==> src/sv/arcade_key_to_gamepad_mapper_top_macros.svh <==
// Assertion macros for the arcade key to gamepad mapper.
// Included by RTL files that carry concurrent checks; no other dependencies.
`ifndef ARCADE_KEY_TO_GAMEPAD_MAPPER_TOP_MACROS_SVH
`define ARCADE_KEY_TO_GAMEPAD_MAPPER_TOP_MACROS_SVH
`ifndef ASSERT_OFF
`define AKGM_ASSERT(lbl, clk, rst_n, prop) \
    lbl: assert property (@(posedge clk) disable iff (!rst_n) (prop)) \
        else $error("assertion failed in %m");
`define AKGM_ASSERT_NEVER(lbl, clk, rst_n, cond) \
    lbl: assert property (@(posedge clk) disable iff (!rst_n) !(cond)) \
        else $error("forbidden condition in %m");
`else
`define AKGM_ASSERT(lbl, clk, rst_n, prop)
`define AKGM_ASSERT_NEVER(lbl, clk, rst_n, cond)
`endif
`endif

==> src/sv/akgm_pkg.sv <==
// Shared types, codes and helper functions for the arcade key to gamepad mapper.
// No dependencies.
`default_nettype none
package akgm_pkg;

    localparam int S_TDATA_W      = 16;
    localparam int M_TDATA_W      = 32;
    localparam int M_TUSER_W      = 4;
    localparam int CFG_ADDR_W     = 2;
    localparam int CFG_DATA_W     = 15;
    localparam int QUEUE_DEPTH_DEF = 4;
    localparam int NUM_SLOTS      = 3;
    localparam int NUM_PLAYERS    = 2;
    localparam int MAX_EVTS       = 8;
    localparam int CNT_W          = 10;
    localparam int MAG_W          = 15;
    localparam int VAL_W          = 16;

    localparam logic [CFG_ADDR_W-1:0] CFG_HOLD_TIMEOUT = 2'd0;
    localparam logic [CFG_ADDR_W-1:0] CFG_FULL_DEFL    = 2'd1;
    localparam logic [CFG_ADDR_W-1:0] CFG_DIAG_DEFL    = 2'd2;

    localparam logic [CNT_W-1:0] HOLD_TIMEOUT_RST = 10'd350;
    localparam logic [MAG_W-1:0] FULL_DEFL_RST    = 15'd32767;
    localparam logic [MAG_W-1:0] DIAG_DEFL_RST    = 15'd23170;
    localparam logic [CNT_W-1:0] CNT_MAX          = 10'd1023;

    localparam logic [1:0] DEV_P1    = 2'd0;
    localparam logic [1:0] DEV_P2    = 2'd1;
    localparam logic [1:0] DEV_COMBO = 2'd2;

    localparam logic [1:0] KIND_KEY = 2'd0;
    localparam logic [1:0] KIND_ABS = 2'd1;
    localparam logic [1:0] KIND_SYN = 2'd2;

    localparam logic [9:0] PAD_SOUTH  = 10'd304;
    localparam logic [9:0] PAD_EAST   = 10'd305;
    localparam logic [9:0] PAD_NORTH  = 10'd307;
    localparam logic [9:0] PAD_SELECT = 10'd314;
    localparam logic [9:0] PAD_START  = 10'd315;
    localparam logic [9:0] KEY_ESC    = 10'd1;
    localparam logic [9:0] AXIS_X     = 10'd0;
    localparam logic [9:0] AXIS_Y     = 10'd1;

    // slot indexes of debounced keys
    localparam logic [1:0] SLOT_P1_START = 2'd0;
    localparam logic [1:0] SLOT_P2_START = 2'd1;
    localparam logic [1:0] SLOT_COIN     = 2'd2;

    // face key indexes
    localparam logic [1:0] FACE_SOUTH = 2'd0;
    localparam logic [1:0] FACE_EAST  = 2'd1;
    localparam logic [1:0] FACE_NORTH = 2'd2;

    // stick direction bit indexes
    localparam logic [1:0] DIR_UP    = 2'd0;
    localparam logic [1:0] DIR_DOWN  = 2'd1;
    localparam logic [1:0] DIR_LEFT  = 2'd2;
    localparam logic [1:0] DIR_RIGHT = 2'd3;

    typedef enum logic [1:0] {
        CMD_TICK     = 2'd0,
        CMD_STICK    = 2'd1,
        CMD_FACE     = 2'd2,
        CMD_DEBOUNCE = 2'd3
    } cmd_kind_t;

    // unit: player, device or slot; sub: direction or face index
    typedef struct packed {
        cmd_kind_t  kind;
        logic [1:0] unit;
        logic [1:0] sub;
        logic [1:0] val;
    } cmd_t;

    typedef struct packed {
        logic [1:0]       dev;
        logic [1:0]       kind;
        logic [9:0]       code;
        logic [VAL_W-1:0] value;
    } evt_t;

    function automatic evt_t mk_evt(logic [1:0] dev, logic [1:0] kind, logic [9:0] code,
                                    logic [VAL_W-1:0] value);
        evt_t e;
        e.dev   = dev;
        e.kind  = kind;
        e.code  = code;
        e.value = value;
        return e;
    endfunction

    function automatic evt_t mk_sync(logic [1:0] dev);
        return mk_evt(dev, KIND_SYN, 10'd0, '0);
    endfunction

    function automatic logic [1:0] slot_dev(logic [1:0] s);
        return (s == SLOT_P2_START) ? DEV_P2 : DEV_P1;
    endfunction

    function automatic logic [9:0] slot_code(logic [1:0] s);
        return (s == SLOT_COIN) ? PAD_SELECT : PAD_START;
    endfunction

    function automatic logic [9:0] face_code(logic [1:0] f);
        logic [9:0] c;
        unique case (f)
            FACE_EAST:  c = PAD_EAST;
            FACE_NORTH: c = PAD_NORTH;
            default:    c = PAD_SOUTH;
        endcase
        return c;
    endfunction

endpackage
`default_nettype wire

==> src/sv/akgm_front.sv <==
// Front end: accepts input words, decodes key codes into commands for the queue.
// Depends on akgm_pkg.
`default_nettype none
module akgm_front (
    input  wire logic                           s_tvalid,
    output logic                                s_tready,
    input  wire logic [akgm_pkg::S_TDATA_W-1:0] s_tdata,   // key_code[7:0], key_value[9:8]
    input  wire logic                           s_tuser,   // opcode
    input  wire logic                           q_full,
    output logic                                q_push,
    output akgm_pkg::cmd_t                      q_data
);
    import akgm_pkg::*;

    localparam logic [7:0] KC_UP1    = 8'd103;
    localparam logic [7:0] KC_DOWN1  = 8'd108;
    localparam logic [7:0] KC_LEFT1  = 8'd105;
    localparam logic [7:0] KC_RIGHT1 = 8'd106;
    localparam logic [7:0] KC_LCTRL  = 8'd29;
    localparam logic [7:0] KC_LALT   = 8'd56;
    localparam logic [7:0] KC_SPACE  = 8'd57;
    localparam logic [7:0] KC_1      = 8'd2;
    localparam logic [7:0] KC_5      = 8'd6;
    localparam logic [7:0] KC_R      = 8'd19;
    localparam logic [7:0] KC_F      = 8'd33;
    localparam logic [7:0] KC_D      = 8'd32;
    localparam logic [7:0] KC_G      = 8'd34;
    localparam logic [7:0] KC_A      = 8'd30;
    localparam logic [7:0] KC_S      = 8'd31;
    localparam logic [7:0] KC_Q      = 8'd16;
    localparam logic [7:0] KC_2      = 8'd3;
    localparam logic [1:0] VAL_IGNORED = 2'd3;

    logic [7:0] key_code;
    logic [1:0] key_value;
    logic       keep;
    cmd_t       cmd;

    assign key_code  = s_tdata[7:0];
    assign key_value = s_tdata[9:8];

    always_comb
    begin
        cmd.kind = CMD_TICK;
        cmd.unit = 2'd0;
        cmd.sub  = 2'd0;
        cmd.val  = key_value;
        keep     = 1'b1;
        if (!s_tuser)
        begin
            unique case (key_code)
                KC_UP1:    begin cmd.kind = CMD_STICK; cmd.unit = 2'd0; cmd.sub = DIR_UP;    end
                KC_DOWN1:  begin cmd.kind = CMD_STICK; cmd.unit = 2'd0; cmd.sub = DIR_DOWN;  end
                KC_LEFT1:  begin cmd.kind = CMD_STICK; cmd.unit = 2'd0; cmd.sub = DIR_LEFT;  end
                KC_RIGHT1: begin cmd.kind = CMD_STICK; cmd.unit = 2'd0; cmd.sub = DIR_RIGHT; end
                KC_LCTRL:  begin cmd.kind = CMD_FACE; cmd.unit = DEV_P1; cmd.sub = FACE_SOUTH; end
                KC_LALT:   begin cmd.kind = CMD_FACE; cmd.unit = DEV_P1; cmd.sub = FACE_EAST;  end
                KC_SPACE:  begin cmd.kind = CMD_FACE; cmd.unit = DEV_P1; cmd.sub = FACE_NORTH; end
                KC_1:      begin cmd.kind = CMD_DEBOUNCE; cmd.unit = SLOT_P1_START; end
                KC_5:      begin cmd.kind = CMD_DEBOUNCE; cmd.unit = SLOT_COIN;     end
                KC_R:      begin cmd.kind = CMD_STICK; cmd.unit = 2'd1; cmd.sub = DIR_UP;    end
                KC_F:      begin cmd.kind = CMD_STICK; cmd.unit = 2'd1; cmd.sub = DIR_DOWN;  end
                KC_D:      begin cmd.kind = CMD_STICK; cmd.unit = 2'd1; cmd.sub = DIR_LEFT;  end
                KC_G:      begin cmd.kind = CMD_STICK; cmd.unit = 2'd1; cmd.sub = DIR_RIGHT; end
                KC_A:      begin cmd.kind = CMD_FACE; cmd.unit = DEV_P2; cmd.sub = FACE_SOUTH; end
                KC_S:      begin cmd.kind = CMD_FACE; cmd.unit = DEV_P2; cmd.sub = FACE_EAST;  end
                KC_Q:      begin cmd.kind = CMD_FACE; cmd.unit = DEV_P2; cmd.sub = FACE_NORTH; end
                KC_2:      begin cmd.kind = CMD_DEBOUNCE; cmd.unit = SLOT_P2_START; end
                default:   keep = 1'b0;
            endcase
            if (key_value == VAL_IGNORED)
            begin
                keep = 1'b0;
            end
        end
    end

    // unmapped and ignored words are taken and dropped here
    assign s_tready = !q_full;
    assign q_push   = s_tvalid && !q_full && keep;
    assign q_data   = cmd;

endmodule
`default_nettype wire

==> src/sv/akgm_cmd_queue.sv <==
// Small command FIFO between the decode front end and the event engine.
// Depends on akgm_pkg.
`default_nettype none
module akgm_cmd_queue #(
    parameter int DEPTH = akgm_pkg::QUEUE_DEPTH_DEF
) (
    input  wire logic           clk,
    input  wire logic           rst_n,
    input  wire logic           push,
    input  akgm_pkg::cmd_t      push_data,
    output logic                full,
    input  wire logic           pop,
    output logic                valid,
    output akgm_pkg::cmd_t      pop_data
);
    import akgm_pkg::*;

    localparam int PTR_W = (DEPTH > 1) ? $clog2(DEPTH) : 1;
    localparam int CNT_QW = $clog2(DEPTH + 1);
    localparam logic [PTR_W-1:0]  PTR_LAST = PTR_W'(DEPTH - 1);
    localparam logic [CNT_QW-1:0] CNT_FULL = CNT_QW'(DEPTH);

    cmd_t               mem [DEPTH];
    logic [PTR_W-1:0]   wr_ptr_reg, wr_ptr_next;
    logic [PTR_W-1:0]   rd_ptr_reg, rd_ptr_next;
    logic [CNT_QW-1:0]  count_reg, count_next;
    logic               do_push, do_pop;

    assign full     = (count_reg == CNT_FULL);
    assign valid    = (count_reg != '0);
    assign pop_data = mem[rd_ptr_reg];
    assign do_push  = push && !full;
    assign do_pop   = pop && valid;

    always_comb
    begin
        wr_ptr_next = wr_ptr_reg;
        rd_ptr_next = rd_ptr_reg;
        count_next  = count_reg;
        if (do_push)
        begin
            wr_ptr_next = (wr_ptr_reg == PTR_LAST) ? '0 : wr_ptr_reg + PTR_W'(1);
        end
        if (do_pop)
        begin
            rd_ptr_next = (rd_ptr_reg == PTR_LAST) ? '0 : rd_ptr_reg + PTR_W'(1);
        end
        if (do_push && !do_pop)
        begin
            count_next = count_reg + CNT_QW'(1);
        end
        else if (do_pop && !do_push)
        begin
            count_next = count_reg - CNT_QW'(1);
        end
    end

    always_ff @(posedge clk or negedge rst_n)
    begin
        if (!rst_n)
        begin
            wr_ptr_reg <= '0;
            rd_ptr_reg <= '0;
            count_reg  <= '0;
        end
        else
        begin
            wr_ptr_reg <= wr_ptr_next;
            rd_ptr_reg <= rd_ptr_next;
            count_reg  <= count_next;
        end
    end

    always_ff @(posedge clk)
    begin
        if (do_push)
        begin
            mem[wr_ptr_reg] <= push_data;
        end
    end

endmodule
`default_nettype wire

==> src/sv/akgm_back.sv <==
// Event engine: carries out queued commands, holds stick and debounce state,
// buffers each run of result words and drains it through the output register.
// Depends on akgm_pkg and the assertion macro header.
`default_nettype none
`include "arcade_key_to_gamepad_mapper_top_macros.svh"
module akgm_back (
    input  wire logic                            clk,
    input  wire logic                            rst_n,
    input  wire logic                            cfg_we,
    input  wire logic [akgm_pkg::CFG_ADDR_W-1:0] cfg_addr,
    input  wire logic [akgm_pkg::CFG_DATA_W-1:0] cfg_wdata,
    input  wire logic                            q_valid,
    input  akgm_pkg::cmd_t                       q_data,
    output logic                                 q_pop,
    output logic                                 m_tvalid,
    input  wire logic                            m_tready,
    output logic [akgm_pkg::M_TDATA_W-1:0]       m_tdata,   // event_code[9:0], ev_value[25:10]
    output logic [akgm_pkg::M_TUSER_W-1:0]       m_tuser,   // target_device[1:0], event_kind[3:2]
    output logic                                 m_tlast
);
    import akgm_pkg::*;

    logic [CNT_W-1:0] hold_reg;
    logic [MAG_W-1:0] full_reg;
    logic [MAG_W-1:0] diag_reg;

    logic [3:0]       dir_reg   [NUM_PLAYERS];
    logic [3:0]       dir_next  [NUM_PLAYERS];
    logic [VAL_W-1:0] lastx_reg [NUM_PLAYERS];
    logic [VAL_W-1:0] lastx_next[NUM_PLAYERS];
    logic [VAL_W-1:0] lasty_reg [NUM_PLAYERS];
    logic [VAL_W-1:0] lasty_next[NUM_PLAYERS];
    logic [NUM_SLOTS-1:0] held_reg, held_next;
    logic [NUM_SLOTS-1:0] pend_reg, pend_next;
    logic [CNT_W-1:0] ms_reg  [NUM_SLOTS];
    logic [CNT_W-1:0] ms_next [NUM_SLOTS];
    logic             esc_reg, esc_next;

    evt_t             buf_reg [MAX_EVTS];
    evt_t             list    [MAX_EVTS];
    logic [3:0]       n;
    logic [2:0]       idx_reg, lastidx_reg;
    logic             busy_reg;
    evt_t             out_reg;
    logic             out_last_reg;
    logic             out_valid_reg;

    logic             out_free, drain, drain_last;

    // stick scratch
    logic             p;
    logic [3:0]       d, dmask;
    logic             hx_neg, hx_pos, hy_neg, hy_pos;
    logic [VAL_W-1:0] magv, x, y;
    logic             both, pressed;
    logic [1:0]       s2;

    assign out_free   = !out_valid_reg || m_tready;
    assign drain      = busy_reg && out_free;
    assign drain_last = drain && (idx_reg == lastidx_reg);
    assign q_pop      = q_valid && (!busy_reg || drain_last);

    always_comb
    begin
        held_next  = held_reg;
        pend_next  = pend_reg;
        ms_next    = ms_reg;
        esc_next   = esc_reg;
        dir_next   = dir_reg;
        lastx_next = lastx_reg;
        lasty_next = lasty_reg;
        list       = '{default: '0};
        n          = '0;
        p          = q_data.unit[0];
        d          = '0;
        dmask      = 4'b0001 << q_data.sub;
        hx_neg     = 1'b0;
        hx_pos     = 1'b0;
        hy_neg     = 1'b0;
        hy_pos     = 1'b0;
        magv       = '0;
        x          = '0;
        y          = '0;
        both       = 1'b0;
        pressed    = (q_data.val != 2'd0);
        s2         = q_data.unit;
        if (q_pop)
        begin
            unique case (q_data.kind)
                CMD_TICK:
                begin
                    for (int s = 0; s < NUM_SLOTS; s++)
                    begin
                        if (ms_reg[s] != CNT_MAX)
                        begin
                            ms_next[s] = ms_reg[s] + CNT_W'(1);
                        end
                    end
                    for (int s = 0; s < NUM_SLOTS; s++)
                    begin
                        if (held_next[s] && pend_next[s] && (ms_next[s] >= hold_reg))
                        begin
                            list[n[2:0]] = mk_evt(slot_dev(2'(s)), KIND_KEY, slot_code(2'(s)),
                                                  '0);
                            n = n + 4'd1;
                            list[n[2:0]] = mk_sync(slot_dev(2'(s)));
                            n = n + 4'd1;
                            held_next[s] = 1'b0;
                            pend_next[s] = 1'b0;
                            both = held_next[SLOT_P1_START] && held_next[SLOT_P2_START];
                            if (both != esc_next)
                            begin
                                list[n[2:0]] = mk_evt(DEV_COMBO, KIND_KEY, KEY_ESC,
                                                      VAL_W'(both));
                                n = n + 4'd1;
                                list[n[2:0]] = mk_sync(DEV_COMBO);
                                n = n + 4'd1;
                                esc_next = both;
                            end
                        end
                    end
                end
                CMD_STICK:
                begin
                    d = pressed ? (dir_reg[p] | dmask) : (dir_reg[p] & ~dmask);
                    dir_next[p] = d;
                    hx_neg = d[DIR_LEFT] && !d[DIR_RIGHT];
                    hx_pos = d[DIR_RIGHT] && !d[DIR_LEFT];
                    hy_neg = d[DIR_UP] && !d[DIR_DOWN];
                    hy_pos = d[DIR_DOWN] && !d[DIR_UP];
                    magv = ((hx_neg || hx_pos) && (hy_neg || hy_pos)) ? {1'b0, diag_reg}
                                                                     : {1'b0, full_reg};
                    x = hx_neg ? -magv : (hx_pos ? magv : '0);
                    y = hy_neg ? -magv : (hy_pos ? magv : '0);
                    if ((x != lastx_reg[p]) || (y != lasty_reg[p]))
                    begin
                        list[0] = mk_evt({1'b0, p}, KIND_ABS, AXIS_X, x);
                        list[1] = mk_evt({1'b0, p}, KIND_ABS, AXIS_Y, y);
                        list[2] = mk_sync({1'b0, p});
                        n = 4'd3;
                        lastx_next[p] = x;
                        lasty_next[p] = y;
                    end
                end
                CMD_FACE:
                begin
                    list[0] = mk_evt(q_data.unit, KIND_KEY, face_code(q_data.sub),
                                     {14'd0, q_data.val});
                    list[1] = mk_sync(q_data.unit);
                    n = 4'd2;
                end
                CMD_DEBOUNCE:
                begin
                    if (pressed)
                    begin
                        pend_next[s2] = 1'b0;
                        if (!held_reg[s2])
                        begin
                            held_next[s2] = 1'b1;
                            list[0] = mk_evt(slot_dev(s2), KIND_KEY, slot_code(s2), VAL_W'(1));
                            list[1] = mk_sync(slot_dev(s2));
                            n = 4'd2;
                            both = held_next[SLOT_P1_START] && held_next[SLOT_P2_START];
                            if (both != esc_reg)
                            begin
                                list[2] = mk_evt(DEV_COMBO, KIND_KEY, KEY_ESC, VAL_W'(both));
                                list[3] = mk_sync(DEV_COMBO);
                                n = 4'd4;
                                esc_next = both;
                            end
                        end
                    end
                    else
                    begin
                        pend_next[s2] = 1'b1;
                        ms_next[s2]   = '0;
                    end
                end
                default:
                begin
                end
            endcase
        end
    end

    always_ff @(posedge clk or negedge rst_n)
    begin
        if (!rst_n)
        begin
            hold_reg      <= HOLD_TIMEOUT_RST;
            full_reg      <= FULL_DEFL_RST;
            diag_reg      <= DIAG_DEFL_RST;
            dir_reg       <= '{default: '0};
            lastx_reg     <= '{default: '0};
            lasty_reg     <= '{default: '0};
            held_reg      <= '0;
            pend_reg      <= '0;
            ms_reg        <= '{default: '0};
            esc_reg       <= 1'b0;
            busy_reg      <= 1'b0;
            idx_reg       <= '0;
            lastidx_reg   <= '0;
            out_valid_reg <= 1'b0;
        end
        else
        begin
            if (cfg_we)
            begin
                unique case (cfg_addr)
                    CFG_HOLD_TIMEOUT: hold_reg <= cfg_wdata[CNT_W-1:0];
                    CFG_FULL_DEFL:    full_reg <= cfg_wdata[MAG_W-1:0];
                    CFG_DIAG_DEFL:    diag_reg <= cfg_wdata[MAG_W-1:0];
                    default:
                    begin
                    end
                endcase
            end
            dir_reg   <= dir_next;
            lastx_reg <= lastx_next;
            lasty_reg <= lasty_next;
            held_reg  <= held_next;
            pend_reg  <= pend_next;
            ms_reg    <= ms_next;
            esc_reg   <= esc_next;
            if (drain)
            begin
                idx_reg <= idx_reg + 3'd1;
            end
            if (q_pop)
            begin
                busy_reg    <= (n != 4'd0);
                idx_reg     <= '0;
                lastidx_reg <= n[2:0] - 3'd1;
            end
            else if (drain_last)
            begin
                busy_reg <= 1'b0;
            end
            if (drain)
            begin
                out_valid_reg <= 1'b1;
            end
            else if (m_tready)
            begin
                out_valid_reg <= 1'b0;
            end
        end
    end

    always_ff @(posedge clk)
    begin
        if (q_pop)
        begin
            buf_reg <= list;
        end
        if (drain)
        begin
            out_reg      <= buf_reg[idx_reg];
            out_last_reg <= (idx_reg == lastidx_reg);
        end
    end

    assign m_tvalid = out_valid_reg;
    assign m_tdata  = {6'd0, out_reg.value, out_reg.code};
    assign m_tuser  = {out_reg.kind, out_reg.dev};
    assign m_tlast  = out_last_reg;

    `AKGM_ASSERT(a_esc_tracks_starts, clk, rst_n, esc_reg == (held_reg[SLOT_P1_START] && held_reg[SLOT_P2_START]))
    `AKGM_ASSERT_NEVER(a_idx_past_run, clk, rst_n, busy_reg && (idx_reg > lastidx_reg))
    `AKGM_ASSERT(a_stall_holds_run, clk, rst_n, (busy_reg && out_valid_reg && !m_tready) |=> (busy_reg && $stable(idx_reg)))

endmodule
`default_nettype wire

==> src/sv/arcade_key_to_gamepad_mapper_top.sv <==
// Top level of the arcade key to gamepad mapper: decode front end, command queue,
// event engine. Depends on akgm_pkg, akgm_front, akgm_cmd_queue, akgm_back.
//
//  channel   dir  handshake            content
//  s_*       in   tvalid/tready        key event or 1 ms tick, tuser = opcode
//  m_*       out  tvalid/tready/tlast  pad or combo keyboard event words
//  cfg_*     in   cfg_we               hold timeout, full and diagonal deflection
//
// Input words are taken one per cycle while the command queue has room.
// The engine moves one result word per cycle to the output register unless m_tready stalls
// it (up to eight per input) and starts the next command in the cycle it loads the last word.
// Unmapped or ignored words are dropped at the input; others with no result are still queued.
// Reset clears all stick, debounce and escape state; registers return to defaults.
// A stall on m_tready holds the output register and fills the queue behind it.
`default_nettype none
module arcade_key_to_gamepad_mapper_top #(
    parameter int QUEUE_DEPTH = akgm_pkg::QUEUE_DEPTH_DEF
) (
    input  wire logic                            clk,
    input  wire logic                            rst_n,
    input  wire logic                            s_tvalid,
    output logic                                 s_tready,
    input  wire logic [akgm_pkg::S_TDATA_W-1:0]  s_tdata,   // key_code[7:0], key_value[9:8]
    input  wire logic                            s_tuser,   // opcode
    output logic                                 m_tvalid,
    input  wire logic                            m_tready,
    output logic [akgm_pkg::M_TDATA_W-1:0]       m_tdata,   // event_code[9:0], ev_value[25:10]
    output logic [akgm_pkg::M_TUSER_W-1:0]       m_tuser,   // target_device[1:0], event_kind[3:2]
    output logic                                 m_tlast,
    input  wire logic                            cfg_we,
    input  wire logic [akgm_pkg::CFG_ADDR_W-1:0] cfg_addr,
    input  wire logic [akgm_pkg::CFG_DATA_W-1:0] cfg_wdata
);
    import akgm_pkg::*;

    logic q_full, q_push, q_valid, q_pop;
    cmd_t push_cmd, pop_cmd;

    akgm_front u_front (
        .s_tvalid (s_tvalid),
        .s_tready (s_tready),
        .s_tdata  (s_tdata),
        .s_tuser  (s_tuser),
        .q_full   (q_full),
        .q_push   (q_push),
        .q_data   (push_cmd)
    );

    akgm_cmd_queue #(
        .DEPTH (QUEUE_DEPTH)
    ) u_queue (
        .clk       (clk),
        .rst_n     (rst_n),
        .push      (q_push),
        .push_data (push_cmd),
        .full      (q_full),
        .pop       (q_pop),
        .valid     (q_valid),
        .pop_data  (pop_cmd)
    );

    akgm_back u_back (
        .clk       (clk),
        .rst_n     (rst_n),
        .cfg_we    (cfg_we),
        .cfg_addr  (cfg_addr),
        .cfg_wdata (cfg_wdata),
        .q_valid   (q_valid),
        .q_data    (pop_cmd),
        .q_pop     (q_pop),
        .m_tvalid  (m_tvalid),
        .m_tready  (m_tready),
        .m_tdata   (m_tdata),
        .m_tuser   (m_tuser),
        .m_tlast   (m_tlast)
    );

endmodule
`default_nettype wire

==> config.mk <==
export PLATFORM = sky130hd
export DESIGN_NAME = arcade_key_to_gamepad_mapper_top
export DESIGN_NICKNAME = d
export VERILOG_FILES = /design/src/sv/akgm_pkg.sv /design/src/sv/akgm_front.sv /design/src/sv/akgm_cmd_queue.sv /design/src/sv/akgm_back.sv /design/src/sv/arcade_key_to_gamepad_mapper_top.sv
export VERILOG_INCLUDE_DIRS = /design/src /design/src/sv
export SDC_FILE = /design/constraint.sdc
export NUM_CORES = 1
export LEC_CHECK = 0
export ABC_AREA = 1
export BUFFER_PORTS_ARGS = -buffer_cell sky130_fd_sc_hd__buf_2
export CORE_MARGIN = 2
export CORE_UTILIZATION = 44
export DETAILED_ROUTE_END_ITERATION = 8
export GPL_TIMING_DRIVEN = 1
export PLACE_DENSITY_LB_ADDON = 0.1
export SLEW_MARGIN = 20
export SYNTH_ARGS = -nofsm -noshare
export SYNTH_HDL_FRONTEND = slang
export SYNTH_SLANG_ARGS = --single-unit
==> constraint.sdc <==
create_clock -name clk -period 8.91 [get_ports clk]
set_input_delay 0.4455 -clock clk [delete_from_list [all_inputs] [get_ports clk]]
set_output_delay 0.4455 -clock clk [all_outputs]
set_load 0.03 [all_outputs]
==> results.yml <==
logic_synthesis:
  yosys_most_used_dff: "dfrtp_1"
  synth_edf_count: 118
  avgSynthCellArea_um2: 8.03
  synth_cells: 2020
  ys_seq_elements: 282
  synthDistinctLibCells: 59
  async_flop_share_pct: 58.2
  yosysWarnings: 0
  seq_area_frac_synth_pct: 47.3
  netlist_area_um2: 16200
critical_path:
  slowest_stage: "dfrtp_1"
  worst-path-buf-inv: 4
  cp-start-kind: "register"
  slowest_delay_ns: 0.61
  setup.worst_path.end_class: "register"
  cpLargestDelayFamily: "simple AND/OR/NAND/NOR gates"
  required_ns: 9.19
  cpMostUsedCell: "nand2_1"
  worstSetupPathType: "reg -> reg"
  critical_path_arrival_ns: 6.88
  critPathMaxFanout: 31
grt:
  track_usage_pct: 21.5
  grt_pass1_wl_um: 66200
  use_met1_pct: 31.3
  antenna_found_initial: 0
  grtUsageMet3_pct: 2.41
  gr-max-usage-layer: "met2"
  grt_util_met2_pct: 34.6
  grt_max_degree: 72
  grt_pass1_vias: 12500
  overflow: 0
placed_design:
  dp_worst_setup_slack_ns: 2.25
  dpl_cell_area_um2: 16800
  detailed_place_hpwl_um: 29300
  place_congestion: 0.904
  portBuffers: 61
cts:
  clockRootBuffer: "clkbuf_16"
  clk_pin_slew_worst_paths_ns: 0.06
  cts_tree: "done"
  clock_sinks: 282
  h-tree-depth: 2
  clockBufferDepth: 3
  ctsResizeCount: 0
  clock_latency_ns: 0.51
  cts_buffers: 34
routing:
  wirelength_um: 40400
  dr.pass1.iters: 5
  drt-vias-per-instance: 5.13
  detail-route-antenna-nets: 0
  vias: 13100
  route.detailed.drc: 0
  wl_per_cell_um: 15.8
  drt_iter0_markers: 966
floorplanning:
  chipWidth_um: 196
  start_util_pct: 44.5
  core.rowCount: 70
  die_y_um: 196
  ios: 78
  dieArea_um2: 38400
  core_area_um2: 36400
sta:
  fmax_mhz: 152
  finalCriticalPeriod_ns: 6.60
  max_slew_margin_pct: 35.3
  tightest_slew_ns: 0.970
  finalSetupTns_ns: 0
  fin_ws_ns: 2.31
  setup_viol_count_final: 0
  hold_viol: 0
  rsz0062_at_grt: "false"
  maxSlewViolCount: 0
  period_share_pct: 74.1
  finClkSkew_ns: 0.0150
layout:
  syn_to_final_growth_pct: 10.6
  largest_register_ffs: 61
  fillers: 3618
  fin_area_um2: 17900
  drive_gt1_share_pct: 9.23
  nNetsFinal: 2173
  diodes: 0
flow_run:
  drv_cap: 0
min_path:
  min_path_type: "in -> reg"
outcome:
  run_status: "complete, no violations"
layer usage:
metal / vias to the layer above / part of all wire [%]
met5: - / 0
met4: 0 / 1.6
met3: 53 / 3.9
met2: 263 / 45
met1: 6117 / 49
li1: 6688 / -
synthesized netlist by cell type (4+ instances only):
| library cell | instances | area share, % |
|---|---|---|
| nand2_1 | 587 | 14 |
| inv_1 | 245 | 5.7 |
| o21ai_0 | 160 | 4.9 |
| nor2_1 | 147 | 3.4 |
| dfrtp_1 | 137 | 21 |
| edfxtp_1 | 118 | 22 |
| nand3_1 | 115 | 3.5 |
| o21ai_1 | 70 | 2.2 |
| ha_1 | 69 | 5.3 |
| a21oi_1 | 68 | 2.1 |
| clkbuf_1 | 30 | 0.69 |
| nor3_1 | 28 | 0.86 |
| dfstp_2 | 27 | 4.4 |
| xor2_1 | 21 | 1.1 |
| buf_4 | 19 | 0.88 |
| buf_6 | 13 | 0.90 |
| nand4_1 | 13 | 0.50 |
| o22ai_1 | 12 | 0.46 |
| or2_2 | 12 | 0.46 |
| nand3b_1 | 9 | 0.42 |
| o211ai_1 | 9 | 0.42 |
| o21a_1 | 9 | 0.42 |
| buf_2 | 8 | 0.25 |
| a31oi_1 | 6 | 0.23 |
| nand2_2 | 5 | 0.19 |
| nor2_2 | 5 | 0.19 |
| o21ai_2 | 5 | 0.27 |
| or2_1 | 5 | 0.19 |
| a32oi_1 | 4 | 0.22 |
| clkinv_1 | 4 | 0.093 |
| inv_2 | 4 | 0.093 |
| mux2i_1 | 4 | 0.25 |
| nand3_2 | 4 | 0.25 |
| nor4_1 | 4 | 0.15 |
| o21bai_1 | 4 | 0.19 |
cell families (layout without fill, tap and decap cells):
family / after synthesis / count (layout) / synth area share [%]
XOR/XNOR: 23 / 23 / 1.24
buffers and inverters: 325 / 386 / 8.63
AO/OA/AOI/OAI: 369 / 369 / 12.5
other: 1 / 10 / 0.0231
adder cells (fa/ha/maj): 70 / 70 / 5.44
multiplexers: 4 / 4 / 0.247
flip-flops: 282 / 282 / 47.3
AND/OR/NAND/NOR: 946 / 946 / 24.6
per-stage QoR:
| stage | instances | utilization, % | hold slack [ns] |
|---|---|---|---|
| floorplan | 2029 | - | 0.150 |
| global placement | 2495 | 46.0 | 0.372 |
| detailed placement | 2495 | 46.0 | 0.371 |
| CTS | 2558 | 49.2 | 0.166 |
| global route | 2558 | 49.2 | 0.186 |
| finish | 2558 | 49.2 | 0.177 |
layout make-up:
cell class / instances / area, um^2 / area share [%]
well taps: 468 / 586 / 3.26
multi-input cells: 1422 / 7180 / 40.0
flip-flops and latches: 282 / 7680 / 42.8
repair buffers: 71 / 389 / 2.17
inverters: 253 / 950 / 5.29
clock inverters: 10 / 100 / 0.558
clock buffers: 52 / 1050 / 5.87
cells in the final DEF, fill, tap and decap left out, types with 10 or more instances in the layout:
cell,count
nand2_1,587
inv_1,244
o21ai_0,160
nor2_1,147
dfrtp_1,137
edfxtp_1,118
nand3_1,114
o21ai_1,70
ha_1,69
a21oi_1,68
buf_2,60
clkbuf_16,38
nor3_1,28
dfstp_2,27
xor2_1,21
nand4_1,13
or2_2,12
o22ai_1,12
conb_1,10
final timing paths:
| check | start | end | slack, ns | depth (start not counted) |
|---|---|---|---|---|
| setup / recovery | u_queue.rd_ptr_reg[0] | u_back.buf_reg[211] | 2.31 | 25 |
| hold / removal | cfg_wdata[14] | u_back.full_reg[14] | 0.18 | 3 |
| setup reg to reg | u_queue.rd_ptr_reg[0] | u_back.buf_reg[211] | 2.31 | 25 |
| hold reg to reg | u_back.lastx_reg[0] | u_back.lastx_reg[0] | 0.48 | 2 |
| max in group asynchronous | rst_n | u_back.lasty_reg[22] | 7.32 | 3 |
| min in group asynchronous | rst_n | u_back.ms_reg[17] | 0.41 | 2 |
what timing repair did:
action	4_1_cts	5_1_grt
endpoints found under the setup margin	0	0
setup buffers	0	0
endpoints found under the hold margin	28	0
hold buffers	1	0
tightest hold or removal path: cells and delay by family:
| kind | cells | cell delay (ns) |
|---|---|---|
| buf+inv | 2 | 0.14 |
| compound gates | 1 | 0.08 |
Power is left out: the tool's default activity adds up to more than one toggle a clock period on the data nets, which glitch-free logic cannot reach.
